**config.mk**
```make
export PLATFORM = sky130hd
export DESIGN_NAME = pb8_rle_compressor_core
export DESIGN_NICKNAME = d
export VERILOG_FILES = /design/src/sv/pb8_pkg.sv /design/src/sv/pb8_queue.sv /design/src/sv/pb8_front.sv /design/src/sv/pb8_back.sv /design/src/sv/pb8_rle_compressor_core.sv
export VERILOG_INCLUDE_DIRS = /design/src /design/src/sv
export SDC_FILE = /design/constraint.sdc
export NUM_CORES = 1
export LEC_CHECK = 0
export BUFFER_PORTS_ARGS = -buffer_cell sky130_fd_sc_hd__buf_2
export CAP_MARGIN = 15
export CORE_ASPECT_RATIO = 2
export CORE_MARGIN = 5
export CORE_UTILIZATION = 55
export CTS_BUF_LIST = sky130_fd_sc_hd__clkbuf_8
export DETAILED_ROUTE_END_ITERATION = 10
export PLACE_DENSITY = 0.73
export SYNTH_ARGS = -nofsm -noshare
export SYNTH_HDL_FRONTEND = slang
export SYNTH_SLANG_ARGS = --single-unit
export TNS_END_PERCENT = 20
```
**constraint.sdc**
```tcl
create_clock -name clk -period 3.3 [get_ports clk]
set_input_delay 0.495 -clock clk [delete_from_list [all_inputs] [get_ports clk]]
set_output_delay 0.495 -clock clk [all_outputs]
set_load 0.005 [all_outputs]
```
**src/sv/pb8_rle_compressor_core_assert.svh**
```systemverilog
// Assertion macros used by the PB8 RLE compressor emitter
`ifndef PB8_RLE_COMPRESSOR_CORE_ASSERT_SVH
`define PB8_RLE_COMPRESSOR_CORE_ASSERT_SVH

// Check that cons holds in the same cycle as ante
`define PB8_ASSERT_NOW(label, ante, cons, msg) \
  label: assert property (@(posedge clk) disable iff (rst) (ante) |-> (cons)) \
    else $error(msg);

// Check that cons holds in the cycle after ante
`define PB8_ASSERT_NEXT(label, ante, cons, msg) \
  label: assert property (@(posedge clk) disable iff (rst) (ante) |=> (cons)) \
    else $error(msg);

`endif

```
**src/sv/pb8_pkg.sv**
```systemverilog
// Shared types and constants for the PB8 RLE compressor
`default_nettype none

package pb8_pkg;

  // Configuration register
  localparam int unsigned CFG_WIDTH = 16;
  localparam logic [CFG_WIDTH-1:0] GPP_RESET = 16'd1;

  // Classification queue between front and back
  localparam int unsigned QUEUE_DEPTH    = 4;
  localparam int unsigned QUEUE_PTR_BITS = 2;
  localparam int unsigned QUEUE_CNT_BITS = 3;

  // One classified input byte
  typedef struct packed {
    logic [7:0] data;   // raw byte
    logic       lit;    // byte goes to the literal store
    logic [2:0] pos;    // position within the group
    logic       gend;   // group closes on this byte
    logic       last;   // final byte of the stream
  } token_t;

  // Queue status seen by the front and the back
  typedef struct packed {
    logic full;
    logic empty;
  } queue_status_t;

endpackage

`default_nettype wire

```
**src/sv/pb8_queue.sv**
```systemverilog
// Short token queue that decouples the classifier from the emitter
`default_nettype none

module pb8_queue (
  input  wire logic            clk,
  input  wire logic            rst,
  input  wire logic            push,
  input  wire pb8_pkg::token_t push_data,
  input  wire logic            pop,
  output pb8_pkg::token_t      pop_data,
  output pb8_pkg::queue_status_t status
);

  pb8_pkg::token_t                         entries [pb8_pkg::QUEUE_DEPTH];
  logic [pb8_pkg::QUEUE_PTR_BITS-1:0]      wr_ptr;
  logic [pb8_pkg::QUEUE_PTR_BITS-1:0]      rd_ptr;
  logic [pb8_pkg::QUEUE_CNT_BITS-1:0]      fill;

  // Report occupancy
  assign status.full  = (fill == pb8_pkg::QUEUE_CNT_BITS'(pb8_pkg::QUEUE_DEPTH));
  assign status.empty = (fill == '0);
  assign pop_data     = entries[rd_ptr];

  // Store pushed tokens
  always_ff @(posedge clk) begin
    if (push) begin
      entries[wr_ptr] <= push_data;
    end
  end

  // Advance pointers and fill level
  always_ff @(posedge clk) begin
    if (rst) begin
      wr_ptr <= '0;
      rd_ptr <= '0;
      fill   <= '0;
    end else begin
      if (push) begin
        wr_ptr <= wr_ptr + 1'b1;
      end
      if (pop) begin
        rd_ptr <= rd_ptr + 1'b1;
      end
      if (push && !pop) begin
        fill <= fill + 1'b1;
      end else if (pop && !push) begin
        fill <= fill - 1'b1;
      end
    end
  end

endmodule

`default_nettype wire

```
**src/sv/pb8_front.sv**
```systemverilog
// Classifier: accepts raw bytes, tracks the previous byte and group boundaries
`default_nettype none

module pb8_front #(
  parameter int unsigned PACKET_COUNT_BITS = 16
) (
  input  wire logic                          clk,
  input  wire logic                          rst,
  // configuration write
  input  wire logic                          cfg_valid,
  input  wire logic [pb8_pkg::CFG_WIDTH-1:0] cfg_data,
  // input items
  input  wire logic                          in_valid,
  input  wire logic [7:0]                    in_byte,
  input  wire logic                          in_last,
  output logic                               in_stall,
  // towards the queue
  input  wire pb8_pkg::queue_status_t        q_status,
  output logic                               push,
  output pb8_pkg::token_t                    push_data
);

  logic [pb8_pkg::CFG_WIDTH-1:0]  groups_per_packet;
  logic [7:0]                     prev_byte;
  logic                           prev_valid;
  logic [2:0]                     group_pos;
  logic [PACKET_COUNT_BITS-1:0]   group_count;
  logic [PACKET_COUNT_BITS-1:0]   group_count_next;
  logic [PACKET_COUNT_BITS-1:0]   limit;
  logic                           is_repeat;
  logic                           gend;
  logic                           drop_prev;

  // Classify the incoming byte
  assign in_stall  = q_status.full;
  assign push      = in_valid && !in_stall;
  assign is_repeat = prev_valid && (in_byte == prev_byte);
  assign gend      = (group_pos == 3'd7) || in_last;

  assign push_data.data = in_byte;
  assign push_data.lit  = !is_repeat;
  assign push_data.pos  = group_pos;
  assign push_data.gend = gend;
  assign push_data.last = in_last;

  // Packet boundary: register taken modulo the counter width
  assign limit            = PACKET_COUNT_BITS'(groups_per_packet);
  assign group_count_next = group_count + PACKET_COUNT_BITS'(1);
  assign drop_prev        = gend && (in_last || (group_count_next == limit));

  // Hold the configuration register
  always_ff @(posedge clk) begin
    if (rst) begin
      groups_per_packet <= pb8_pkg::GPP_RESET;
    end else if (cfg_valid) begin
      groups_per_packet <= cfg_data;
    end
  end

  // Advance previous byte, group position and packet count
  always_ff @(posedge clk) begin
    if (rst) begin
      prev_byte   <= '0;
      prev_valid  <= 1'b0;
      group_pos   <= '0;
      group_count <= '0;
    end else if (push) begin
      // Drop the previous byte at stream end or after a packet of groups
      if (drop_prev) begin
        prev_byte  <= '0;
        prev_valid <= 1'b0;
      end else if (!is_repeat) begin
        prev_byte  <= in_byte;
        prev_valid <= 1'b1;
      end
      if (gend) begin
        group_pos <= '0;
        if (drop_prev) begin
          group_count <= '0;
        end else begin
          group_count <= group_count_next;
        end
      end else begin
        group_pos <= group_pos + 3'd1;
      end
    end
  end

endmodule

`default_nettype wire

```
**src/sv/pb8_back.sv**
```systemverilog
// Emitter: gathers a group's control bits and literals, then sends them out
`default_nettype none

`include "pb8_rle_compressor_core_assert.svh"

module pb8_back (
  input  wire logic                   clk,
  input  wire logic                   rst,
  // from the queue
  input  wire pb8_pkg::queue_status_t q_status,
  input  wire pb8_pkg::token_t        pop_data,
  output logic                        pop,
  // result items
  output logic                        out_valid,
  input  wire logic                   out_stall,
  output logic [7:0]                  out_byte,
  output logic                        is_control,
  output logic                        group_end,
  output logic                        stream_end
);

  typedef enum logic [1:0] {
    ST_COLLECT = 2'b01,
    ST_EMIT    = 2'b10
  } state_t;

  state_t     state;
  logic [7:0] ctrl_acc;
  logic [3:0] lit_cnt;
  logic [7:0] lit_store [8];
  logic [7:0] emit_ctrl;
  logic [3:0] emit_lits;
  logic       emit_last;
  logic [3:0] emit_idx;
  logic [3:0] idx_m1;
  logic [7:0] ctrl_with_bit;
  logic [3:0] lit_cnt_next;
  logic [3:0] filled;
  logic       load;
  logic       load_end;

  // Fold the popped token into the group
  assign pop           = (state == ST_COLLECT) && !q_status.empty;
  assign ctrl_with_bit = pop_data.lit ? ctrl_acc : (ctrl_acc | (8'h80 >> pop_data.pos));
  assign lit_cnt_next  = pop_data.lit ? (lit_cnt + 4'd1) : lit_cnt;
  assign filled        = {1'b0, pop_data.pos} + 4'd1;

  // In emission, the output register loads whenever it is free or being taken
  assign load     = (state == ST_EMIT) && (!out_valid || !out_stall);
  assign idx_m1   = emit_idx - 4'd1;
  assign load_end = (emit_idx == emit_lits);

  // Gather literals
  always_ff @(posedge clk) begin
    if (pop && pop_data.lit) begin
      lit_store[lit_cnt[2:0]] <= pop_data.data;
    end
  end

  // Latch the finished group for emission
  always_ff @(posedge clk) begin
    if (pop && pop_data.gend) begin
      emit_ctrl <= ctrl_with_bit | (8'hFF >> filled);
      emit_lits <= lit_cnt_next;
      emit_last <= pop_data.last;
    end
  end

  // Step the collect / emit sequence
  always_ff @(posedge clk) begin
    if (rst) begin
      state    <= ST_COLLECT;
      ctrl_acc <= '0;
      lit_cnt  <= '0;
      emit_idx <= '0;
    end else begin
      unique case (state)
        ST_COLLECT: begin
          if (pop) begin
            if (pop_data.gend) begin
              ctrl_acc <= '0;
              lit_cnt  <= '0;
              emit_idx <= '0;
              state    <= ST_EMIT;
            end else begin
              ctrl_acc <= ctrl_with_bit;
              lit_cnt  <= lit_cnt_next;
            end
          end
        end
        ST_EMIT: begin
          if (load) begin
            emit_idx <= emit_idx + 4'd1;
            if (load_end) begin
              state <= ST_COLLECT;
            end
          end
        end
        default: begin
          state <= ST_COLLECT;
        end
      endcase
    end
  end

  // Hold the output valid flag
  always_ff @(posedge clk) begin
    if (rst) begin
      out_valid <= 1'b0;
    end else if (load) begin
      out_valid <= 1'b1;
    end else if (!out_stall) begin
      out_valid <= 1'b0;
    end
  end

  // Load the output payload
  always_ff @(posedge clk) begin
    if (load) begin
      out_byte   <= (emit_idx == 4'd0) ? emit_ctrl : lit_store[idx_m1[2:0]];
      is_control <= (emit_idx == 4'd0);
      group_end  <= load_end;
      stream_end <= load_end && emit_last;
    end
  end

  `PB8_ASSERT_NOW(a_lit_cnt_range, state == ST_COLLECT, !lit_cnt[3],
    "literal count passed seven inside a group")
  `PB8_ASSERT_NOW(a_emit_lits_range, state == ST_EMIT, emit_lits <= 4'd8,
    "group holds more than eight literals")
  `PB8_ASSERT_NEXT(a_group_close, load && load_end, state == ST_COLLECT,
    "emitter did not return to collect after the group end")
  `PB8_ASSERT_NOW(a_ctrl_first, load && (emit_idx == 4'd0), state == ST_EMIT,
    "control byte loaded outside emission")

endmodule

`default_nettype wire

```
**src/sv/pb8_rle_compressor_core.sv**
```systemverilog
// Top level of the PB8 RLE compressor: classifier, token queue and emitter
//
//   channel  direction  handshake            payload
//   cfg      in         cfg_valid/cfg_ready  cfg_data (groups_per_packet)
//   in       in         in_valid/in_stall    in_byte, in_last
//   out      out        out_valid/out_stall  out_byte, is_control, group_end, stream_end
//
// The classifier takes one byte per cycle while the four-entry queue has room.
// The emitter pops one byte per cycle while the queue holds tokens, then sends the
// group's control byte and its literals, popping nothing until the last is loaded.
// Synchronous reset clears all control state; the register returns to 1.
// A stalled output holds its item; the queue lets input continue until it fills.
`default_nettype none

module pb8_rle_compressor_core #(
  parameter int unsigned PACKET_COUNT_BITS = 16
) (
  input  wire logic                          clk,
  input  wire logic                          rst,
  input  wire logic                          cfg_valid,
  output logic                               cfg_ready,
  input  wire logic [pb8_pkg::CFG_WIDTH-1:0] cfg_data,
  input  wire logic                          in_valid,
  output logic                               in_stall,
  input  wire logic [7:0]                    in_byte,
  input  wire logic                          in_last,
  output logic                               out_valid,
  input  wire logic                          out_stall,
  output logic [7:0]                         out_byte,
  output logic                               is_control,
  output logic                               group_end,
  output logic                               stream_end
);

  pb8_pkg::queue_status_t q_status;
  pb8_pkg::token_t        push_data;
  pb8_pkg::token_t        pop_data;
  logic                   push;
  logic                   pop;

  // Accept configuration at any time
  assign cfg_ready = 1'b1;

  pb8_front #(
    .PACKET_COUNT_BITS(PACKET_COUNT_BITS)
  ) u_front (
    .clk       (clk),
    .rst       (rst),
    .cfg_valid (cfg_valid),
    .cfg_data  (cfg_data),
    .in_valid  (in_valid),
    .in_byte   (in_byte),
    .in_last   (in_last),
    .in_stall  (in_stall),
    .q_status  (q_status),
    .push      (push),
    .push_data (push_data)
  );

  pb8_queue u_queue (
    .clk       (clk),
    .rst       (rst),
    .push      (push),
    .push_data (push_data),
    .pop       (pop),
    .pop_data  (pop_data),
    .status    (q_status)
  );

  pb8_back u_back (
    .clk        (clk),
    .rst        (rst),
    .q_status   (q_status),
    .pop_data   (pop_data),
    .pop        (pop),
    .out_valid  (out_valid),
    .out_stall  (out_stall),
    .out_byte   (out_byte),
    .is_control (is_control),
    .group_end  (group_end),
    .stream_end (stream_end)
  );

endmodule

`default_nettype wire
```
* Word level (Yosys, flattened, before mapping)
Memory sizes are Yosys's and may differ from the RTL's. A register that Yosys moved wholly into a read port is not among the register bits.
Cells that the tools add are included.
** Storage, ports and cells
- Flip-flop bits (word level) :: 94
- Memory bits (writable) :: 120
- Bits of input ports :: 30
- Output and inout port bits :: 14
- Logic and storage cells :: 108
- Memories kept :: 2
** Memories
- u_back.lit_store :: words 8, width 8, rd ports 1, clocked after memory_dff 0, write ports 1, RTL line pb8_back.sv:30 : logic [7:0] lit_store [8];
- u_queue.entries :: words 4, width 14, rd ports 1, clocked after memory_dff 1, write ports 1, RTL line pb8_queue.sv:14 : pb8_pkg::token_t entries [pb8_pkg::QUEUE_DEPTH];
** Cells by class
- $add $sub $neg :: 10
- Equal/unequal tests :: 13
- Shifts and indexed selects :: 2
- Mux-type cells :: 30
- Bitwise logic cells :: 2
- Reductions and logical operators :: 29
** Operators by type and width (number)
- two-way mux 8 bit :: 5
- two-way mux 4 bit :: 5
- adder 16 x 1 -> 16 bit, second input constant :: 1
- == test 16 bit :: 1
- two-way mux 16 bit :: 1
- bitwise OR 8 bit :: 2
- two-way mux 2 bit :: 6
- logical AND 1 bit :: 10
- inequality test 2 x 1 -> 1 bit, second input constant :: 5
- two-way mux 3 bit :: 3
- adder 4 x 1 -> 4 bit, second input constant :: 2
- == test 8 bit :: 1
- two-way mux 1 bit :: 8
- one-hot mux 4 bit (2 select lines) :: 1
- AND reduction 4 bit :: 2
- right shift 8 x 3 -> 8 bit, first input constant :: 1
- right shift 8 x 4 -> 8 bit, first input constant :: 1
- zero test 1 bit :: 7
- adder 3 x 1 -> 3 bit, second input constant :: 2
- == test 3 bit, second input constant :: 2
- AND reduction 2 bit :: 3
- subtractor 3 x 1 -> 3 bit, second input constant :: 2
- adder 2 x 1 -> 2 bit, second input constant :: 2
- adder 3 x 1 -> 4 bit, second input constant :: 1
- 9 further kinds :: 12

* Depth between registers and ports, before layout
- Depth in word-level cells :: 7
- Depth in mapped cells :: 11
- Gate-level depth less buffers :: 9

* Modules after synthesis
Synthesis repeated with hierarchy kept, for this count alone.
** Second synthesis, totals
- Cell total of the unflattened synthesis :: 692
- Area total of the unflattened synthesis :: 9248.9 um^2
** Modules (own cells, without submodules)
- pb8_back :: times used 1, cells an instance 286, area each 4286.6 um^2, seq. area each 3022.9 um^2
- pb8_queue :: times used 1, cells an instance 117, area each 2477.4 um^2, seq. area each 1861.8 um^2
- pb8_front :: times used 1, cells an instance 287, area each 2473.6 um^2, seq. area each 880.8 um^2
- pb8_rle_compressor_core :: times used 1, cells an instance 2, area each 11.3 um^2, seq. area each 0.0 um^2

* Worst setup path before layout
Ideal clock, no wire load.
- Path type :: register to register
- From :: register u_front.group_count[0]
- To :: register u_front.group_count[6]
- Library setup time :: 122 ps
- Arrival time :: 2764 ps
- Data required time :: 3178 ps
- Slack :: 414 ps
- Stages on the path, launching flop included :: 12
- Buffers on the path :: 3
- Clock period less this slack :: 2886 ps
- Cells stage by stage :: dfxtp_1 > ha_1 > buf_2 > and3_1 > clkbuf_1 > nand3_1 > xnor2_1 > or4_4 > o41ai_4 > nor4_2 > buf_2 > a221o_1
** On the way
- Cells in the longest elaborated chain, start to end :: 5
** Ends and longest elaborated chain
- start: declaration :: RTL line pb8_front.sv:27 : logic [PACKET_COUNT_BITS-1:0] group_count;
- start signal: assignment :: RTL line pb8_front.sv:81 : group_count <= group_count_next;
- adder 16 x 1 -> 16 bit (*) :: RTL line pb8_front.sv:48 : assign group_count_next = group_count + PACKET_COUNT_BITS'(1);
- == test 16 bit :: RTL line pb8_front.sv:49 : assign drop_prev = gend && (in_last || (group_count_next == limit));
- logical OR 1 bit :: RTL line pb8_front.sv:49
- logical AND 1 bit :: RTL line pb8_front.sv:49
- two-way mux 16 bit (*) :: RTL line pb8_front.sv:78 : if (drop_prev) begin
Every way passes the cells marked *; elsewhere a longest branch is shown, timed or not.
A chain may end at the register's enable or synchronous reset.

* Worst setup path after layout
- From :: register u_front.group_count[1]
- To :: register u_front.prev_byte[4]
** On the way
- Cells in the longest elaborated chain, start to end :: 6
- Elaborated cells between the ends (all ways) :: 7
- Those cells by class :: 1 x add/sub; 2 x eq/ne; 1 x mux; 3 x reduce/logical
** Ends and longest elaborated chain
- adder 16 x 1 -> 16 bit (*) :: RTL line pb8_front.sv:48
- == test 16 bit (*) :: RTL line pb8_front.sv:49
- logical OR 1 bit (*) :: RTL line pb8_front.sv:49
- logical AND 1 bit (*) :: RTL line pb8_front.sv:49
- inequality test 2 bit (no source line)
- AND reduction 2 bit (no source line)
- end signal: assignment :: RTL line pb8_front.sv:73 : prev_byte <= in_byte;
- end: declaration :: RTL line pb8_front.sv:24 : logic [7:0] prev_byte;
Marked as above.

==> results.md <==
- Status: finished clean
- Synth unique cells: 66
- Cts hold-fix bufs: 0
- Post-synth top area share: 47.1%
- Die width: 101 µm
- Fillcell total: 1287
- Core area: 16600 µm²
- Nets: 769
- Number of max-cap violations: 0
- Post-place instance area: 9640 µm²
- Drt first pass iters: 5
- FF+latch count, synth: 216
- Clk slew on worst S/H paths: 70 ps
- Most frequent cell after synthesis: edfxtp_1
- Sequential element share of the synthesized area: 62.8%
- Crit Path Class: flip-flop to flip-flop
- Hold Worst Slack: 163 ps
- ANT cells: 0
- Design area: 10200 µm²
- Worst IR Drop VDD: 0.408 mV
- Global-route wire length before repair: 27600 µm
- CP arrival: 3510 ps
- Total track usage: 17.8%
- Top cells by count, synth: edfxtp_1 (144), dfxtp_1 (72), nor2_1 (63)
- Ys async rst share: 0%
- Crit-path max FO: 16
- Initial antenna violation count: 0
- Worst-margin pin slew: 803 ps
- Final Hold Fails: 0
- Critical path launch point type: flip-flop
- Crit path required time: 3730 ps
- Routed WL per cell: 17.8 µm
- Clock latency at the later pin of the worst-skew pair: 550 ps
- Syn Inst Count: 673
- Area Overhead vs Synth: 10.9%
- Post-CTS setup repair buffer count: 0
- Post-Route WL: 17000 µm
- Clk buf depth: 3
- DRC viols: 0
- Synth Flop Type: edfxtp_1
- Fmax: 0.324 GHz
- Crit end category: flip-flop
- Gr ovfl total: 0
- Via count: 5428
- Leak pwr: 3.75 nW
- Setup tns final: 0 ps
- Initial core utilization: 55.3%
- CTS buffer count: 29
- CTS Root Cell: clkbuf_8
- Share of layout cells above drive strength 1: 19.6%
- Max Slew Vio Count: 0
- RSZ-0062 raised after global routing: false
- DP Wirelength: 11600 µm
- Number of synthesized flops with an enable pin: 144
- Syn nets: 716
- Rows: 67
- Min-delay worst type: input pin to flip-flop
- I/O Buffers: 42
- Yosys synthesis warning count: 0
- Area of the die: 19500 µm²
- Mean Syn Cell Area: 13.6 µm²
- I/O pin count: 44
- Post-CTS Resized: 0
- Die height: 193 µm
- Initial DRC Count: 264
- Vias in the first global route: 5432
- PwrDens: 669 nW/µm²
- Cell area after synthesis: 9180 µm²
- H-tree Lvls: 1
- Dominant cell type by area after synthesis: edfxtp_1
- Vias per Instance: 5.70
- Min cycle time layout: 3080 ps
- Tot Pwr: 6.81 mW
- Clock sink total: 216
- Final core utilization: 61.3%
- CTS tree: built
- Antenna Violating Nets Remaining: 0
- Final period util: 93.4%
- Final setup viols: 0
- GP Congestion: 0.845
- Synth area leaders: edfxtp_1 (47%), dfxtp_1 (16%), mux4_2 (7.1%)
- Skew final: 18.0 ps
- Relative slew slack: 46.5%
- Largest net degree at the start of global routing: 32
[cell families (layout without fill, tap and decap cells)]
| group | Yosys count | in the layout | share of synthesized area, % |
|---|---|---|---|
| multiplexers | 60 | 60 | 10.6 |
| flip-flops | 216 | 216 | 62.8 |
| AND/OR/NAND/NOR | 192 | 192 | 10.9 |
| adder cells (fa/ha/maj) | 13 | 13 | 1.85 |
| buffers and inverters | 58 | 131 | 2.62 |
| XOR/XNOR | 40 | 40 | 3.82 |
| AO/OA/AOI/OAI | 93 | 93 | 7.37 |
| other | 1 | 1 | 0.0409 |
[per-layer routing]
layer	up-vias	track usage (%)	share of wire [%]
li1	2625	-	-
met1	2652	22.8	42
met2	123	31.0	52
met3	28	2.53	4.3
met4	0	5.94	2.3
met5	-	0	0
[worst max-delay path: stages (launching register included)]
cell,delay [ps]
dfxtp_1,400
ha_2,300
and3_1,320
nand3_1,180
xnor2_1,170
or4_4,510
o41ai_4,360
buf_12,220
a21oi_2,170
a32o_1,320
[final cells by class]
| type | count | area, µm² | area share [%] |
|---|---|---|---|
| repair buffers | 62 | 373 | 3.66 |
| flip-flops and latches | 216 | 5770 | 56.7 |
| multi-input cells | 399 | 3190 | 31.3 |
| inverters | 18 | 67.6 | 0.664 |
| well taps | 207 | 259 | 2.55 |
| clock inverters | 22 | 121 | 1.19 |
| clock buffers | 29 | 399 | 3.92 |
[final timing paths]
path                                from                           end  slack, ps  cells after the start
hold / removal               cfg_data[0]  u_front.groups_per_packet[0]        160                      2
setup reg to reg  u_front.group_count[1]          u_front.prev_byte[4]        220                      9
setup / recovery  u_front.group_count[1]          u_front.prev_byte[4]        220                      9
hold reg to reg       u_back.ctrl_acc[3]            u_back.ctrl_acc[3]        470                      2
[cell usage in the layout, fill, tap and decap left out, types with 11 or more instances in the layout]
cell type / Yosys / final
inv_1: 18 / 22
mux4_2: 29 / 29
xnor2_1: 16 / 16
dfxtp_1: 72 / 72
mux2i_1: 27 / 27
nand2_1: 36 / 36
o21ai_0: 16 / 16
a21oi_1: 21 / 21
nor2_1: 63 / 63
edfxtp_1: 144 / 144
xor2_1: 24 / 24
ha_1: 12 / 11
buf_2: 6 / 42
clkinv_1: 0 / 12
clkbuf_8: 0 / 29
buf_4: 4 / 19
[metrics by stage]
| stage | std cells | setup slack, ps |
|---|---|---|
| floorplan | 673 | 414 |
| global placement | 902 | 174 |
| detailed placement | 902 | 97.9 |
| CTS | 953 | 68.8 |
| global route | 953 | 21.0 |
| finish | 953 | 217 |
[power breakdown]
part | total [mW] | switching [mW] | internal, mW
logic | 1.46 | 0.876 | 0.580
registers | 3.51 | 0.140 | 3.37
clock network | 1.84 | 0.940 | 0.900
total | 6.81 | 1.96 | 4.85
[sequential cells by signal (all words and copies together) (netlist names), 2 cells and up, named ones only]
name / count
u_back.ctrl_acc: 8
u_queue.fill: 3
u_back.emit_lits: 4
u_front.group_pos: 3
u_queue.wr_ptr: 2
u_front.prev_byte: 8
u_front.groups_per_packet: 16
u_back.state: 2
u_back.lit_store: 64
u_back.emit_ctrl: 8
u_back.out_byte: 8
u_back.lit_cnt: 4
u_queue.entries: 56
u_front.group_count: 16
u_queue.rd_ptr: 2
u_back.emit_idx: 4
Note: power is estimated with default switching activity, not from simulation.
